**config.mk**
```make
export PLATFORM = sky130hd
export DESIGN_NAME = three_class_stable_priority_queue
export DESIGN_NICKNAME = d
export VERILOG_FILES = /design/src/hdl/tcspq_pkg.sv /design/src/hdl/tcspq_ram.sv /design/src/hdl/three_class_stable_priority_queue.sv
export VERILOG_INCLUDE_DIRS = /design/src /design/src/hdl
export SDC_FILE = /design/constraint.sdc
export NUM_CORES = 1
export LEC_CHECK = 0
export ABC_AREA = 1
export BUFFER_PORTS_ARGS = -buffer_cell sky130_fd_sc_hd__buf_2
export CAP_MARGIN = 25
export CELL_PAD_IN_SITES_DETAIL_PLACEMENT = 1
export CELL_PAD_IN_SITES_GLOBAL_PLACEMENT = 2
export CORE_ASPECT_RATIO = 0.9
export CORE_MARGIN = 1.5
export CORE_UTILIZATION = 39
export CTS_BUF_LIST = sky130_fd_sc_hd__clkbuf_16
export DETAILED_ROUTE_END_ITERATION = 8
export GPL_TIMING_DRIVEN = 0
export PLACE_DENSITY = 0.86
export SETUP_SLACK_MARGIN = 0.15
export SLEW_MARGIN = 20
export SYNTH_ARGS = -nofsm -noshare
export SYNTH_HDL_FRONTEND = slang
export SYNTH_SLANG_ARGS = --single-unit
export TNS_END_PERCENT = 50
```
**constraint.sdc**
```tcl
create_clock -name clock -period 4.4 [get_ports clock]
set_input_delay 1.1 -clock clock [delete_from_list [all_inputs] [get_ports clock]]
set_output_delay 1.1 -clock clock [all_outputs]
set_load 0.005 [all_outputs]
```
**src/hdl/three_class_stable_priority_queue_assert.svh**
```systemverilog
// Assertion macros shared by the priority queue RTL.
`ifndef THREE_CLASS_STABLE_PRIORITY_QUEUE_ASSERT_SVH
`define THREE_CLASS_STABLE_PRIORITY_QUEUE_ASSERT_SVH

// Check that cons holds in the same cycle whenever ante holds.
`define TCSPQ_ASSERT_IMP(lbl, clk, rst, ante, cons, msg) \
   lbl: assert property (@(posedge clk) disable iff (rst) (ante) |-> (cons)) \
      else $error(msg);

// Check that cons holds in the cycle after ante holds.
`define TCSPQ_ASSERT_NEXT(lbl, clk, rst, ante, cons, msg) \
   lbl: assert property (@(posedge clk) disable iff (rst) (ante) |=> (cons)) \
      else $error(msg);

`endif

```
**src/hdl/tcspq_pkg.sv**
```systemverilog
// Shared types, codes and helpers for the three-class priority queue.
`default_nettype none
package tcspq_pkg;

   localparam int DEFAULT_QUEUE_DEPTH = 16;
   localparam int DEFAULT_ID_BITS     = 16;

   localparam int NUM_CLASSES = 3;
   localparam int CLS_IDX_W   = 2;
   localparam int REQ_TYPE_W  = 2;
   localparam int FIELD_ID_W  = 16;
   localparam int CLASS_W     = 2;
   localparam int STATUS_W    = 3;
   localparam int TDATA_W     = 24;

   localparam logic [CLASS_W-1:0] VIP          = 2'd1;
   localparam logic [CLASS_W-1:0] LOWEST_CLASS = 2'd3;
   localparam logic [CLASS_W-1:0] NO_CLASS     = 2'd0;

   typedef enum logic [REQ_TYPE_W-1:0] {
      REQ_ENQUEUE = 2'd0,
      REQ_DEQUEUE = 2'd1,
      REQ_LIST    = 2'd2,
      REQ_INVALID = 2'd3
   } req_kind_type;

   typedef enum logic [STATUS_W-1:0] {
      STS_ACCEPTED = 3'd0,
      STS_SERVED   = 3'd1,
      STS_LISTED   = 3'd2,
      STS_EMPTY    = 3'd3,
      STS_FULL     = 3'd4,
      STS_INVALID  = 3'd5
   } status_type;

   typedef enum logic [1:0] {
      S_IDLE,
      S_SERVE,
      S_LIST
   } state_type;

   typedef logic [CLS_IDX_W-1:0] cls_idx_type;

   // Map a class code to its region index; an unknown class falls to the lowest.
   function automatic cls_idx_type class_to_idx(input logic [CLASS_W-1:0] cls);
      logic [CLASS_W-1:0] eff;
      eff = (cls == NO_CLASS) ? LOWEST_CLASS : cls;
      return cls_idx_type'(eff - VIP);
   endfunction

   function automatic logic [CLASS_W-1:0] idx_to_class(input cls_idx_type idx);
      return CLASS_W'(idx) + VIP;
   endfunction

endpackage
`default_nettype wire

```
**src/hdl/tcspq_ram.sv**
```systemverilog
// Simple dual-port memory with registered read.
`default_nettype none
module tcspq_ram #(
   parameter int ADDR_W = 6,
   parameter int DATA_W = 16,
   parameter int DEPTH  = 48
) (
   input  wire logic              clock,
   input  wire logic              wr_en,
   input  wire logic [ADDR_W-1:0] wr_addr,
   input  wire logic [DATA_W-1:0] wr_data,
   input  wire logic              rd_en,
   input  wire logic [ADDR_W-1:0] rd_addr,
   output logic      [DATA_W-1:0] rd_data
);

   logic [DATA_W-1:0] mem_ff [DEPTH];
   logic [DATA_W-1:0] rd_data_ff;

   always_ff @(posedge clock) begin
      if (wr_en) begin
         mem_ff[wr_addr] <= wr_data;
      end
      if (rd_en) begin
         rd_data_ff <= mem_ff[rd_addr];
      end
   end

   assign rd_data = rd_data_ff;

endmodule
`default_nettype wire

```
**src/hdl/three_class_stable_priority_queue.sv**
```systemverilog
// Top level of the three-class stable priority queue.
`default_nettype none
`include "three_class_stable_priority_queue_assert.svh"
// Bounded priority queue of up to QUEUE_DEPTH entries, each an identifier and a
// class from 1 (highest) to 3 (lowest); class 0 is stored as class 3. Service
// order is all class 1 entries, then class 2, then class 3, first-in first-out
// within a class. The identifiers live in one memory split into three circular
// regions, one per class, with head, tail and count registers per class, so the
// class of an entry is implied by its region. A request carries its kind in
// req_tuser; every request produces one or more responses with a status in
// rsp_tuser and rsp_tlast on the final response of that request. An enqueue,
// an invalid request and an empty dequeue or list are answered from the
// request alone; a dequeue answers with the identifier from a registered read
// of the identifier memory; a list makes one memory read per stored entry
// through the single read port. One request is in work at a time. The
// response register decouples the two sides: a new request is taken in the
// cycle the previous response leaves. Back-pressure on rsp_tready holds the
// response, the next request and the next read of a list walk. No clearing pass
// follows reset; the memory is only read below each region's count.
module three_class_stable_priority_queue #(
   parameter int QUEUE_DEPTH = tcspq_pkg::DEFAULT_QUEUE_DEPTH,
   parameter int ID_BITS     = tcspq_pkg::DEFAULT_ID_BITS
) (
   input  wire logic                            clock,
   input  wire logic                            reset,
   // Request channel.
   input  wire logic                            req_tvalid,
   output logic                                 req_tready,
   // [15:0] entry_id, [17:16] entry_class, [23:18] zero
   input  wire logic [tcspq_pkg::TDATA_W-1:0]   req_tdata,
   // [1:0] req_type
   input  wire logic [tcspq_pkg::REQ_TYPE_W-1:0] req_tuser,
   // Response channel.
   output logic                                 rsp_tvalid,
   input  wire logic                            rsp_tready,
   // [15:0] out_id, [17:16] out_class, [23:18] zero
   output logic      [tcspq_pkg::TDATA_W-1:0]   rsp_tdata,
   // [2:0] status
   output logic      [tcspq_pkg::STATUS_W-1:0]  rsp_tuser,
   output logic                                 rsp_tlast
);

   import tcspq_pkg::*;

   localparam int PTR_W     = $clog2(QUEUE_DEPTH);
   localparam int CNT_W     = $clog2(QUEUE_DEPTH + 1);
   localparam int ID_W      = (ID_BITS < FIELD_ID_W) ? ID_BITS : FIELD_ID_W;
   localparam int ADDR_W    = PTR_W + CLS_IDX_W;
   localparam int MEM_DEPTH = NUM_CLASSES << PTR_W;
   localparam int PAD_W     = TDATA_W - FIELD_ID_W - CLASS_W;

   localparam logic [PTR_W-1:0] PTR_LAST = PTR_W'(QUEUE_DEPTH - 1);
   localparam logic [CNT_W-1:0] CNT_FULL = CNT_W'(QUEUE_DEPTH);
   localparam logic [CNT_W-1:0] CNT_ONE  = CNT_W'(1);

   // Advance a region pointer, wrapping at the region size.
   function automatic logic [PTR_W-1:0] ptr_next(input logic [PTR_W-1:0] p);
      return (p == PTR_LAST) ? '0 : p + 1'b1;
   endfunction

   // Control registers.
   state_type          state_ff, state_in;
   logic [PTR_W-1:0]   head_ff [NUM_CLASSES];
   logic [PTR_W-1:0]   head_in [NUM_CLASSES];
   logic [PTR_W-1:0]   tail_ff [NUM_CLASSES];
   logic [PTR_W-1:0]   tail_in [NUM_CLASSES];
   logic [CNT_W-1:0]   cnt_ff  [NUM_CLASSES];
   logic [CNT_W-1:0]   cnt_in  [NUM_CLASSES];
   logic [CNT_W-1:0]   occ_ff, occ_in;
   logic               rsp_valid_ff, rsp_valid_in;

   // List walk and read tracking.
   cls_idx_type        rd_cls_ff, rd_cls_in;
   cls_idx_type        walk_cls_ff, walk_cls_in;
   logic [PTR_W-1:0]   walk_ptr_ff, walk_ptr_in;
   logic [CNT_W-1:0]   walk_left_ff, walk_left_in;
   logic [CNT_W-1:0]   walk_total_ff, walk_total_in;

   // Response payload.
   status_type         rsp_status_ff, rsp_status_in;
   logic [FIELD_ID_W-1:0] rsp_id_ff, rsp_id_in;
   logic [CLASS_W-1:0] rsp_class_ff, rsp_class_in;
   logic               rsp_last_ff, rsp_last_in;

   // Memory port.
   logic               mem_wr_en;
   logic [ADDR_W-1:0]  mem_wr_addr;
   logic               mem_rd_en;
   logic [ADDR_W-1:0]  mem_rd_addr;
   logic [ID_W-1:0]    mem_rd_data;

   // Request decode.
   req_kind_type       in_kind;
   logic [ID_W-1:0]    in_id;
   cls_idx_type        in_cidx;
   cls_idx_type        first_cidx;
   cls_idx_type        after_cidx;
   logic               out_free;
   logic               accept;

   assign in_kind = req_kind_type'(req_tuser);
   assign in_id   = ID_W'(req_tdata[FIELD_ID_W-1:0]);
   assign in_cidx = class_to_idx(req_tdata[FIELD_ID_W+CLASS_W-1:FIELD_ID_W]);

   // Head of the queue lives in the first nonempty region.
   assign first_cidx = (cnt_ff[0] != '0) ? cls_idx_type'(0) :
                       (cnt_ff[1] != '0) ? cls_idx_type'(1) : cls_idx_type'(2);
   // Next nonempty region after the one being walked; one always exists here.
   assign after_cidx = (walk_cls_ff == cls_idx_type'(0) && cnt_ff[1] != '0) ?
                       cls_idx_type'(1) : cls_idx_type'(2);

   assign out_free   = !rsp_valid_ff || rsp_tready;
   assign req_tready = (state_ff == S_IDLE) && out_free;
   assign accept     = req_tvalid && req_tready;

   tcspq_ram #(
      .ADDR_W (ADDR_W),
      .DATA_W (ID_W),
      .DEPTH  (MEM_DEPTH)
   ) u_ram (
      .clock   (clock),
      .wr_en   (mem_wr_en),
      .wr_addr (mem_wr_addr),
      .wr_data (in_id),
      .rd_en   (mem_rd_en),
      .rd_addr (mem_rd_addr),
      .rd_data (mem_rd_data)
   );

   always_comb begin
      state_in      = state_ff;
      head_in       = head_ff;
      tail_in       = tail_ff;
      cnt_in        = cnt_ff;
      occ_in        = occ_ff;
      rd_cls_in     = rd_cls_ff;
      walk_cls_in   = walk_cls_ff;
      walk_ptr_in   = walk_ptr_ff;
      walk_left_in  = walk_left_ff;
      walk_total_in = walk_total_ff;
      // Drop the response once taken; hold it otherwise.
      rsp_valid_in  = rsp_valid_ff && !rsp_tready;
      rsp_status_in = rsp_status_ff;
      rsp_id_in     = rsp_id_ff;
      rsp_class_in  = rsp_class_ff;
      rsp_last_in   = rsp_last_ff;
      mem_wr_en     = 1'b0;
      mem_wr_addr   = '0;
      mem_rd_en     = 1'b0;
      mem_rd_addr   = '0;

      unique case (state_ff)
         S_IDLE: begin
            if (accept) begin
               // Status-only responses carry no entry and close the request.
               rsp_valid_in = 1'b1;
               rsp_id_in    = '0;
               rsp_class_in = NO_CLASS;
               rsp_last_in  = 1'b1;
               case (in_kind)
                  REQ_ENQUEUE: begin
                     if (occ_ff == CNT_FULL) begin
                        rsp_status_in = STS_FULL;
                     end else begin
                        // Append to the tail of the entry's class region.
                        mem_wr_en        = 1'b1;
                        mem_wr_addr      = {in_cidx, tail_ff[in_cidx]};
                        tail_in[in_cidx] = ptr_next(tail_ff[in_cidx]);
                        cnt_in[in_cidx]  = cnt_ff[in_cidx] + 1'b1;
                        occ_in           = occ_ff + 1'b1;
                        rsp_status_in    = STS_ACCEPTED;
                     end
                  end
                  REQ_DEQUEUE: begin
                     if (occ_ff == '0) begin
                        rsp_status_in = STS_EMPTY;
                     end else begin
                        // Pop the head now; the identifier arrives next cycle.
                        rsp_valid_in        = 1'b0;
                        mem_rd_en           = 1'b1;
                        mem_rd_addr         = {first_cidx, head_ff[first_cidx]};
                        head_in[first_cidx] = ptr_next(head_ff[first_cidx]);
                        cnt_in[first_cidx]  = cnt_ff[first_cidx] - 1'b1;
                        occ_in              = occ_ff - 1'b1;
                        rd_cls_in           = first_cidx;
                        state_in            = S_SERVE;
                     end
                  end
                  REQ_LIST: begin
                     if (occ_ff == '0) begin
                        rsp_status_in = STS_EMPTY;
                     end else begin
                        // Start the walk at the head of the first nonempty region.
                        rsp_valid_in  = 1'b0;
                        mem_rd_en     = 1'b1;
                        mem_rd_addr   = {first_cidx, head_ff[first_cidx]};
                        rd_cls_in     = first_cidx;
                        walk_cls_in   = first_cidx;
                        walk_ptr_in   = ptr_next(head_ff[first_cidx]);
                        walk_left_in  = cnt_ff[first_cidx];
                        walk_total_in = occ_ff;
                        state_in      = S_LIST;
                     end
                  end
                  default: begin
                     rsp_status_in = STS_INVALID;
                  end
               endcase
            end
         end

         S_SERVE: begin
            if (out_free) begin
               rsp_valid_in  = 1'b1;
               rsp_status_in = STS_SERVED;
               rsp_id_in     = FIELD_ID_W'(mem_rd_data);
               rsp_class_in  = idx_to_class(rd_cls_ff);
               rsp_last_in   = 1'b1;
               state_in      = S_IDLE;
            end
         end

         S_LIST: begin
            if (out_free) begin
               rsp_valid_in  = 1'b1;
               rsp_status_in = STS_LISTED;
               rsp_id_in     = FIELD_ID_W'(mem_rd_data);
               rsp_class_in  = idx_to_class(rd_cls_ff);
               rsp_last_in   = (walk_total_ff == CNT_ONE);
               if (walk_total_ff == CNT_ONE) begin
                  state_in = S_IDLE;
               end else begin
                  walk_total_in = walk_total_ff - 1'b1;
                  mem_rd_en     = 1'b1;
                  if (walk_left_ff == CNT_ONE) begin
                     // Region done: hop to the head of the next nonempty one.
                     mem_rd_addr  = {after_cidx, head_ff[after_cidx]};
                     rd_cls_in    = after_cidx;
                     walk_cls_in  = after_cidx;
                     walk_ptr_in  = ptr_next(head_ff[after_cidx]);
                     walk_left_in = cnt_ff[after_cidx];
                  end else begin
                     mem_rd_addr  = {walk_cls_ff, walk_ptr_ff};
                     rd_cls_in    = walk_cls_ff;
                     walk_ptr_in  = ptr_next(walk_ptr_ff);
                     walk_left_in = walk_left_ff - 1'b1;
                  end
               end
            end
         end

         default: begin
            state_in = S_IDLE;
         end
      endcase
   end

   always_ff @(posedge clock) begin
      if (reset) begin
         state_ff      <= S_IDLE;
         rsp_valid_ff  <= 1'b0;
         occ_ff        <= '0;
         head_ff       <= '{default: '0};
         tail_ff       <= '{default: '0};
         cnt_ff        <= '{default: '0};
         rd_cls_ff     <= '0;
         walk_cls_ff   <= '0;
         walk_ptr_ff   <= '0;
         walk_left_ff  <= '0;
         walk_total_ff <= '0;
      end else begin
         state_ff      <= state_in;
         rsp_valid_ff  <= rsp_valid_in;
         occ_ff        <= occ_in;
         head_ff       <= head_in;
         tail_ff       <= tail_in;
         cnt_ff        <= cnt_in;
         rd_cls_ff     <= rd_cls_in;
         walk_cls_ff   <= walk_cls_in;
         walk_ptr_ff   <= walk_ptr_in;
         walk_left_ff  <= walk_left_in;
         walk_total_ff <= walk_total_in;
      end
   end

   always_ff @(posedge clock) begin
      rsp_status_ff <= rsp_status_in;
      rsp_id_ff     <= rsp_id_in;
      rsp_class_ff  <= rsp_class_in;
      rsp_last_ff   <= rsp_last_in;
   end

   assign rsp_tvalid = rsp_valid_ff;
   assign rsp_tdata  = {{PAD_W{1'b0}}, rsp_class_ff, rsp_id_ff};
   assign rsp_tuser  = rsp_status_ff;
   assign rsp_tlast  = rsp_last_ff;

   `TCSPQ_ASSERT_IMP(a_occ_bound, clock, reset, 1'b1, occ_ff <= CNT_FULL, "occupancy above depth")
   `TCSPQ_ASSERT_IMP(a_occ_sum, clock, reset, 1'b1, occ_ff == cnt_ff[0] + cnt_ff[1] + cnt_ff[2], "class counts disagree with occupancy")
   `TCSPQ_ASSERT_IMP(a_no_write_busy, clock, reset, state_ff != S_IDLE, !mem_wr_en, "memory write during a read walk")
   `TCSPQ_ASSERT_NEXT(a_enq_grows, clock, reset, accept && in_kind == REQ_ENQUEUE && occ_ff != CNT_FULL, occ_ff == $past(occ_ff) + 1'b1, "accepted enqueue did not grow the queue")

endmodule
`default_nettype wire

```
After elaboration in Yosys (flattened, before gate mapping)
Memory sizes are Yosys's and may differ from the RTL's. A register that Yosys moved wholly into a read port is not among the register bits.
Cells that the tools add are included.
{ "op_classes": {"magnitude_cmp": 5, "eq_ne": 26, "addsub": 12, "n_reduce_logical": 31, "mux": 127, "n_bitwise": 5} }
{ "ops": {"columns": ["cell", "n"], "rows": [
  ["5-bit two-way mux", 21],
  ["4-bit two-way mux", 18],
  ["6-bit two-way mux", 10],
  ["2-bit two-way mux", 20],
  ["16-bit two-way mux", 2],
  ["16-bit case mux with 2 select lines", 1],
  ["5-bit binary-select mux with 2-bit select", 3],
  ["15-bit bitwise mux", 2],
  ["15-bit two-way mux", 2],
  ["15-bit case mux with 2 select lines", 1],
  ["5-bit case mux with 2 select lines", 3],
  ["4-bit binary-select mux with 2-bit select", 3],
  ["12-bit bitwise mux", 2],
  ["5-bit demux with 2-bit select", 2],
  ["5-bit by 1-bit subtractor with 5-bit output, second input constant", 4],
  ["1-bit two-way mux", 18],
  ["2-bit inequality test, second input constant", 9],
  ["4-bit by 1-bit adder with 4-bit output, second input constant", 4],
  ["4-bit demux with 2-bit select", 2],
  ["4-bit == test, second input constant", 4],
  ["2-bit case mux with 2 select lines", 4],
  ["3-bit two-way mux", 5],
  ["6-bit case mux with 2 select lines", 1],
  ["4-bit AND reduction", 3],
  ["other kinds (34)", 62]
]} }
{ "totals": {"memories": 1, "ramBits": 768, "word_cells": 228, "regBits": 87, "output_inout_bits": 30} }
{ "mem_list": {"columns": ["name", "words", "width", "read_ports", "rd_clocked_by_memory_dff", "write_ports", "line", "rtl"], "rows": [
  ["u_ram.mem_ff", 48, 16, 1, 1, 1, "tcspq_ram.sv:17", "logic [DATA_W-1:0] mem_ff [DEPTH];"]
]} }

Logic depth before layout (Yosys ltp)
Gate-level depths: netlist of the first run.
{ "depth": {"ltp_word": 13, "ltp_mapped": 19, "depth_no_buf": 18} }

Hierarchy
From an unflattened synthesis of the first run, not the netlist that was laid out.
{ "unflattened": {"cells_unflattened": 3318, "hier_area_um2": 37018.0} }
{ "by_module_without_submodules": {"columns": ["module", "area_per_inst_um2", "n_inst", "cells_per_inst"], "rows": [
  ["tcspq_ram", 31560.3, 1, 2563],
  ["three_class_stable_priority_queue", 5457.7, 1, 755]
]} }

Worst setup path after synthesis of the first run
Ideal clock, no wire load.
{ "synth_path": {"path_kind": "input-to-reg", "from": "in req_tdata[16] in the netlist's numbering", "to": "mem u_ram.mem_ff[38][0], enable pin", "required_ns": 3.991, "slack_ns": 0.556, "arrival_ns": 3.435, "setup_time_ns": 0.409, "path_stages": 8, "n_path_buf": 0, "path_cell_list": "inv_1 -> ha_1 -> inv_2 -> nor2_1 -> inv_1 -> nor2_1 -> nand2_1 -> nor3_1"} }
{ "synth_between": {"elab_chain_cells": 11} }
{ "synth_rtl": {"columns": ["item", "line", "rtl"], "rows": [
  ["start: declaration", "three_class_stable_priority_queue.sv:30", "input wire logic [tcspq_pkg::TDATA_W-1:0] req_tdata,"],
  ["2-bit zero test", "tcspq_pkg.sv:47", "eff = (cls == NO_CLASS) ? LOWEST_CLASS : cls;"],
  ["2-bit two-way mux *", "tcspq_pkg.sv:47", null],
  ["2-bit by 1-bit subtractor with 2-bit output *", "tcspq_pkg.sv:48", "return cls_idx_type'(eff - VIP);"],
  ["2-bit inverter with 3-bit output (not written as such)", "three_class_stable_priority_queue.sv:167", "mem_wr_addr = {in_cidx, tail_ff[in_cidx]};"],
  ["4-bit binary-select mux with 2-bit select", "three_class_stable_priority_queue.sv:167", null],
  ["4-bit two-way mux (not written as such) (2 in series)", "three_class_stable_priority_queue.sv:167", null],
  ["6-bit two-way mux *", "three_class_stable_priority_queue.sv:162", "if (occ_ff == CNT_FULL) begin"],
  ["6-bit two-way mux *", "three_class_stable_priority_queue.sv:160", "case (in_kind)"],
  ["6-bit two-way mux *", "three_class_stable_priority_queue.sv:154", "if (accept) begin"],
  ["6-bit two-way mux *", "three_class_stable_priority_queue.sv:152", "unique case (state_ff)"],
  ["end: declaration", "tcspq_ram.sv:17", null]
]} }
Every way passes the cells marked *; elsewhere a longest branch is shown, timed or not. The select of a mux whose other input is x is not followed.

Final worst setup path of the first run
{ "layout_path": {"from": "reg walk_left_ff[0]", "to": "reg u_ram.rd_data_ff[13] (netlist: u_ram.rd_data[13]), read port of u_ram.mem_ff (data pin)"} }
{ "layout_between": {"elab_chain_cells": 5} }
{ "layout_rtl": {"columns": ["item", "line", "rtl"], "rows": [
  ["start: declaration", "three_class_stable_priority_queue.sv:76", "logic [CNT_W-1:0] walk_left_ff, walk_left_in;"],
  ["start signal: assignment", "three_class_stable_priority_queue.sv:281", "walk_left_ff <= walk_left_in;"],
  ["5-bit by 1-bit == test with 1-bit output", "three_class_stable_priority_queue.sv:235", "if (walk_left_ff == CNT_ONE) begin"],
  ["6-bit two-way mux", "three_class_stable_priority_queue.sv:235", null],
  ["6-bit two-way mux", "three_class_stable_priority_queue.sv:230", "if (walk_total_ff == CNT_ONE) begin"],
  ["6-bit two-way mux", "three_class_stable_priority_queue.sv:224", "if (out_free) begin"],
  ["6-bit case mux with 2 select lines", "three_class_stable_priority_queue.sv:152", null],
  ["end: declaration", "tcspq_ram.sv:18", "logic [DATA_W-1:0] rd_data_ff;"]
]} }
Every way passes these cells.
A chain may end at the register's enable or synchronous reset.

==> summary.txt, run 1 <==
Drt
  • Drt first pass iters: 6
  • Via count: 29300
  • DRC Markers: 0
  • DRT iter0 DRCs: 3365
  • Routed wire length: 138000 µm
  • Routed WL per cell: 26.4 µm
  • Post-route ant nets: 0
  • Via/cell ratio: 5.60

Yosys
  • Post-synth EDFFs: 806
  • Seq/Total Area, Yosys: 65.4%
  • Yosys reg bits: 871
  • Mean post-synth cell area: 10.7 µm²
  • Ys Warns: 0
  • Top post-synthesis cells by area: edfxtp_1 62%, nand3_1 8.5%, nand2_1 5.4%, inv_1 5.1%, dfxtp_1 3.3%
  • Ys flop type: edfxtp_1
  • Post-synth ARST share: 0%
  • Synthesized instance count: 3629
  • Unique cell type count in the Yosys netlist: 53
  • Post-Syn Area: 0.0390 mm²
  • Share of Yosys cell area claimed by the top area cell type: 62.1%
  • Yosys top cell by area: edfxtp_1

Min path
  • Hold path cells: 2
  • Worst hold path type: reg -> reg

Layout
  • Fin nets: 3871
  • ANT cells: 0
  • Area Growth Syn to Fin: 14.5%
  • Storage element area: 0.0255 mm²
  • Final non-filler cell total: 5226
  • Layout cells sized above 1: 11.5%
  • Layout fillers: 10800
  • Cell area after layout: 0.0447 mm²
  • Multi-input logic area: 0.0105 mm²
  • Post-layout util: 45.3%

Clock tree
  • H-tree levels: 3
  • Clock latency on the worst-skew pair: 0.68 ns
  • CTS Buf Count: 92
  • CTS Sinks: 871
  • Max clock buf depth: 3
  • Clock Tree Root: clkbuf_16
  • CTS tree: built
  • Post-CTS Setup Bufs: 0
  • CTS clk-pin slew, worst paths: 0.06 ns

Critical path
  • Worst path required time: 4.82 ns
  • Crit Path Class: reg -> reg
  • CP Capture Type: flip-flop
  • Worst reg-to-reg path cell count: 16
  • CP Launch Type: flip-flop
  • Setup slack, reg-to-reg: 0.25 ns
  • Worst-path maximum fanout: 10
  • CP arrival: 4.57 ns

STA
  • Fmax: 0.241 GHz
  • Tmin final: 4.15 ns
  • TNS Setup: 0 ns
  • Slew Limit Fails: 0
  • Endpoints failing hold: 0
  • RSZ-0062 raised after global routing: true
  • Slew of the pin with the lowest slew margin: 0.991 ns
  • Tcrit/Tclk final: 94.4%
  • Final setup violation count: 0
  • Slew headroom: 33.8%
  • Clock skew: 0.0292 ns
  • Worst hold slack: 0.458 ns
  • Final Worst Setup Slack: 0.246 ns

Job
  • Max-cap violations: 0

Pwr
  • Net Sw Frac: 32.5%
  • Comb power frac: 22.2%
  • Power Density: 502 mW/mm²
  • Leakage power: 17.0 nW
  • Pwr Total: 22.4 mW
  • P_sw: 7.29 mW
  • Int Power: 15.2 mW
  • Peak supply drop: 0.000362 V
  • Clk pwr share: 34.9%
  • Share of total power in sequential cells: 42.9%

Floorplanning
  • Die W: 336 µm
  • Core area: 0.0986 mm²
  • Initial core utilization: 39.5%
  • Chip height: 303 µm
  • FP Rows: 109
  • I/O Pins: 60
  • Full die area: 0.102 mm²

Global route
  • Largest net degree at the start of global routing: 49
  • Grt total ovfl: 0
  • GRT Util Overall: 27.0%
  • First-pass GRT wire length: 199000 µm
  • Number of global-route vias before repair: 29600
  • Antenna violations before repair: 3

Placement
  • Placed cell count: 5053
  • Port bufs: 47
  • GPL Wtd Cong: 0.946
  • Worst slack, placed: -0.227 ns
  • HPWL after DPL: 93900 µm
  • Placed Area: 0.0417 mm²

Run status
  • Outcome: completed
[synthesized netlist by cell type, drive strengths merged, types with 65 or more instances]
library cell  instances
a21oi                67
buf                 133
clkbuf               77
dfxtp                65
edfxtp              806
inv                 541
nand2               570
nand3               661
nand3b              163
nor2                177
o211ai              103
o21ai               140
[power by group through the flow]
stage,sequential [mW],combinational (mW),clock (mW)
2_1_floorplan,9.77,2.65,0
3_3_place_gp,9.80,4.67,0
3_5_place_dp,9.79,4.86,0
4_1_cts,9.62,4.90,7.89
5_1_grt,9.65,5.33,8.14
6_report,9.62,4.98,7.84
[what timing repair did]
action,4_1_cts,5_1_grt
gates resized for setup,0,6
hold buffers,0,0
setup endpoints to repair,0,7
[final timing paths]
| kind | from | to |
|---|---|---|
| worst max-delay path | walk_left_ff[0] | u_ram.rd_data[13] |
| worst min-delay path | head_ff[9] | head_ff[9] |
| worst min register to register | head_ff[9] | head_ff[9] |
| worst max register to register | walk_left_ff[0] | u_ram.rd_data[13] |
[registers in the layout, indices dropped and copies added (netlist names), 2 cells and up]
signal,count
u_ram.mem_ff,768
rsp_id_ff,16
u_ram.rd_data,16
cnt_ff,15
head_ff,12
tail_ff,12
occ_ff,5
walk_left_ff,5
walk_total_ff,5
walk_ptr_ff,4
rsp_tuser,3
rd_cls_ff,2
rsp_class_ff,2
state_ff,2
walk_cls_ff,2
[routing by layer]
layer	share of wire (%)	vias up	global-route usage (%)
met5	0	-	0
met4	3.7	0	10.2
met3	8.5	253	4.80
met2	46	1306	43.0
met1	42	14800	36.9
li1	-	12900	-
[worst max-delay path, stage by stage, from the launching register on]
cell	delay (ns)
dfxtp_1	0.42
ha_1	0.22
inv_1	0.05
nor2_1	0.15
nand2_2	0.18
inv_2	0.18
nand3_1	0.16
nand2_2	0.25
buf_2	0.39
clkbuf_1	0.55
nand3b_1	0.34
nand3_1	0.17
nand3_1	0.09
nand3_1	0.29
nand3_1	0.13
nand3_1	0.22
nand2_1	0.08
[kinds of logic after synthesis]
group / synth area share [%]
adders and majority gates: 0.822
other: 0.00962
xor gates and xnor gates: 0.359
AOI/OAI and AO/OA: 5.69
and+or+nand+nor: 19.5
DFF: 65.4
buffers and inverters: 8.16
[area by class of cell]
class | count | area share, %
Multi-Input combinational cell | 2011 | 23.5
Timing Repair Buffer | 88 | 1.86
Clock buffer | 96 | 5.38
Sequential cell | 871 | 57.1
Inverter | 542 | 4.56
Tap cell | 1332 | 3.73
Clock inverter | 76 | 1.30
Buffer | 210 | 2.58
[placed cells by master (no fill, tap or decap), types with 5 or more instances in the layout]
| master | netlist | final |
|---|---|---|
| a211oi_1 | 10 | 10 |
| a21oi_1 | 67 | 67 |
| a221oi_1 | 5 | 5 |
| a31oi_1 | 12 | 12 |
| buf_2 | 87 | 119 |
| buf_4 | 19 | 36 |
| buf_6 | 21 | 40 |
| buf_8 | 2 | 17 |
| bufinv_16 | 0 | 7 |
| clkbuf_1 | 77 | 74 |
| clkbuf_16 | 0 | 96 |
| clkinv_1 | 1 | 23 |
| clkinv_2 | 0 | 20 |
| clkinvlp_4 | 0 | 8 |
| conb_1 | 1 | 6 |
| dfxtp_1 | 65 | 65 |
| edfxtp_1 | 806 | 806 |
| ha_1 | 24 | 24 |
| inv_1 | 530 | 541 |
| inv_2 | 11 | 11 |
| nand2_1 | 561 | 561 |
| nand2_2 | 8 | 8 |
| nand3_1 | 659 | 659 |
| nand3b_1 | 162 | 162 |
| nor2_1 | 173 | 125 |
| nor2_2 | 2 | 41 |
| nor2_4 | 1 | 10 |
| nor3_1 | 8 | 7 |
| o211ai_1 | 102 | 102 |
| o21ai_0 | 126 | 126 |
| o21ai_1 | 12 | 12 |
| o221ai_1 | 5 | 5 |
| or2_1 | 16 | 16 |
| xnor2_1 | 6 | 6 |
| xor2_1 | 10 | 10 |
(Power assumes the default switching activity.)
==> run 2, diff against run 1 <==
RECOVER_POWER = 25   (was default)
SLEW_MARGIN = default   (was 20)
==> summary.txt, run 2 (synthesized netlist as in run 1, its figures left out) <==
Run status
  • Outcome: finished with violations (was completed)
  • Failing checks: max-capacitance violations, max-slew violations

Pwr
  • Power Density: 499 mW/mm² (was 502 mW/mm²)
  • Peak supply drop: 0.000394 V (was 0.000362 V)
  • Leakage power: 17.1 nW (was 17.0 nW)

Clock tree
  • CTS Hold Buffers Added: 0 (unchanged)
  • Clock Tree Root: clkbuf_16 (unchanged)
  • Max clock buf depth: 3 (unchanged)
  • CTS clk-pin slew, worst paths: 0.06 ns (about the same)
  • Clock latency on the worst-skew pair: 0.67 ns (was 0.68 ns)
  • CTS tree: built (unchanged)
  • CTS Sinks: 871 (unchanged)
  • CTS Buf Count: 93 (was 92)
  • H-tree levels: 3 (unchanged)

Drt
  • Routed WL per cell: 26.3 µm (was 26.4 µm)
  • DRT iter0 DRCs: 3267 (was 3365)
  • DRC Markers: 0 (unchanged)
  • Via count: 29200 (was 29300)
  • Via/cell ratio: 5.57 (was 5.60)
  • Post-route ant nets: 0 (unchanged)
  • Routed wire length: 138000 µm (about the same)
  • Drt first pass iters: 7 (was 6)

Layout
  • Cell area after layout: 0.0448 mm² (was 0.0447 mm²)
  • Max FFs per register: 768 (unchanged)
  • Layout fillers: 10800 (about the same)
  • Most frequent cells in the layout: 806 x edfxtp_1, 659 x nand3_1, 561 x nand2_1 (unchanged)
  • Fin nets: 3887 (was 3871)
  • Area Growth Syn to Fin: 14.9% (was 14.5%)
  • Biggest register: u_ram.mem_ff (unchanged)
  • Most common cell after layout, fill and taps aside: edfxtp_1 (unchanged)
  • Final non-filler cell total: 5239 (was 5226)
  • Layout cells sized above 1: 11.0% (was 11.5%)

Critical path
  • Reg2reg end: u_ram.mem_ff[18][12] (was u_ram.rd_data[13])
  • CP arrival: 4.53 ns (was 4.57 ns)
  • Crit-path cells: buf_2, inv_1, ha_1, nand2_1, nor2_2, nand4_2, buf_2, clkbuf_1, nand3_1, nand3_1, nand3_1, nand3_1, nand3_1, nand3_1, nand2_1 (was ha_1, inv_1, nor2_1, nand2_2, inv_2, nand3_1, nand2_2, buf_2, clkbuf_1, nand3b_1, nand3_1, nand3_1, nand3_1, nand3_1, nand3_1, nand2_1)
  • Critical R2R Launch: state_ff[0] (was walk_left_ff[0])
  • Setup slack, reg-to-reg: 0.27 ns (was 0.25 ns)
  • Worst reg-to-reg path cell count: 10 (was 16)
  • CP Launch Type: input pin (was flip-flop)
  • CP Capture Type: flip-flop (unchanged)
  • Worst-path maximum fanout: 10 (unchanged)
  • Slowest stage cell, crit path: clkbuf_1 (unchanged)
  • Worst path required time: 4.80 ns (was 4.82 ns)
  • Most common cell on crit path: nand3_1 (unchanged)
  • Cell family with most CP delay: simple AND/OR/NAND/NOR gates (unchanged)
  • Critical path's largest stage delay: 0.59 ns (was 0.55 ns)
  • Worst Path Buf+Inv: 4 (unchanged)
  • Crit Path Class: in -> reg (was reg -> reg)

Global route
  • Antenna violations before repair: 9 (was 3)
  • Number of global-route vias before repair: 29400 (was 29600)
  • First-pass GRT wire length: 199000 µm (about the same)
  • GRT Util Overall: 27.0% (about the same)
  • Grt total ovfl: 0 (unchanged)
  • Largest net degree at the start of global routing: 49 (unchanged)

Placement
  • Placed Area: 0.0420 mm² (was 0.0417 mm²)
  • GPL Wtd Cong: 0.946 (unchanged)
  • Port bufs: 47 (unchanged)
  • HPWL after DPL: 97300 µm (was 93900 µm)
  • Placed cell count: 5068 (was 5053)

Floorplanning
  • Initial core utilization: 39.5% (unchanged)
  • I/O Pins: 60 (unchanged)
  • Chip height: 303 µm (unchanged)
  • FP Rows: 109 (unchanged)
  • Core area: 0.0986 mm² (unchanged)
  • Die W: 336 µm (unchanged)
  • Full die area: 0.102 mm² (unchanged)

Min path
  • Hold path cells: 2 (unchanged)
  • Hold path endpoint: head_ff[9] (unchanged)
  • Worst hold path type: reg -> reg (unchanged)
  • Hold Startpoint: head_ff[9] (unchanged)

STA
  • Slew Limit Fails: 393 (was 0)
  • Tmin final: 4.13 ns (was 4.15 ns)
  • Final setup violation count: 0 (unchanged)
  • Slew of the pin with the lowest slew margin: 2.75 ns (was 0.991 ns)
  • Endpoints failing hold: 0 (unchanged)
  • Tcrit/Tclk final: 93.8% (was 94.4%)
  • Slew headroom: -83.7% (was 33.8%)
  • Clock skew: 0.0182 ns (was 0.0292 ns)
  • RSZ-0062 raised after global routing: true (unchanged)
  • Fmax: 0.242 GHz (was 0.241 GHz)

Job
  • Max-cap violations: 13 (was 0)
run 2: cell count changes in the layout (fill, tap and decap cells not counted), moves of 3 or more:
cell	change
clkbuf_1	+20
buf_6	-17
buf_8	+14
buf_4	-11
nor2_4	-8
buf_12	+6
clkinvlp_4	-5
nor2_1	+5
buf_16	+3
inv_1	+3
nor2_2	+3
run 2: cell type report:
cell class,count,area [µm²],area share [%]
Clock buffer,94,2350,5.25
Tap cell,1332,1670,3.72
Inverter,542,2030,4.54
Clock inverter,75,616,1.37
Antenna cell,1,2.50,0.00558
Timing Repair Buffer,103,1040,2.32
Multi-Input combinational cell,2011,10400,23.3
Buffer,210,1150,2.57
Sequential cell,871,25500,56.9
run 2: worst max-delay path by stage:
stage / cells past startpoint / end / from / slack (ns)
after floorplan: 8 / u_ram.mem_ff[38][0] / req_tdata[16] / 0.56
after global placement: 9 / u_ram.mem_ff[38][11] / req_tdata[16] / -1.01
after detailed placement: 10 / u_ram.mem_ff[18][11] / req_tdata[16] / -0.24
after CTS: 10 / u_ram.mem_ff[18][0] / state_ff[0] / 0.30
after global routing: 15 / u_ram.rd_data[8] / state_ff[0] / 0.1
final: 15 / u_ram.rd_data[12] / req_tuser[0] / 0.27
run 2: through the flow:
step | utilization (%) | setup TNS (ns) | setup WS [ns] | hold slack [ns] | power, mW
finish | 45.4 | 0 | 0.273 | 0.463 | 22.4
global route | 45.4 | 0 | 0.0970 | 0.486 | 23.1
CTS | 45.6 | 0 | 0.297 | 0.460 | 22.4
detailed placement | 42.6 | -25.28 | -0.239 | 0.450 | 14.6
global placement | 41.5 | -472.56 | -1.01 | 0.444 | 14.5
floorplan | - | 0 | 0.556 | 0.429 | 12.4
run 2: timing repair:
item / CTS / global route
endpoints found under the setup margin: 0 / 8
gates resized for setup: 0 / 8
buffers inserted: 0 / 0
run 2: metal layers:
metal / up-vias / wire [µm] / track usage, %
met2: 1308 / 63400 / 43.2
met5: - / 42 / 0
met4: 8 / 5260 / 10.0
met3: 295 / 11900 / 5.48
li1: 12900 / - / -
met1: 14700 / 57400 / 36.3
run 2: power breakdown:
part | switching [mW] | internal, mW
clock network | 3.43 | 4.36
logic | 3.68 | 1.26
registers | 0.152 | 9.48
run 2: worst register-to-register path, cell delays in order (launching register included):
cell	delay, ns
dfxtp_1	0.34
inv_1	0.09
ha_1	0.30
inv_2	0.12
nor2_4	0.13
nand2_2	0.11
nor2_1	0.46
inv_2	0.23
nor3_1	0.42
nand2_1	0.53
nor2_2	1.00
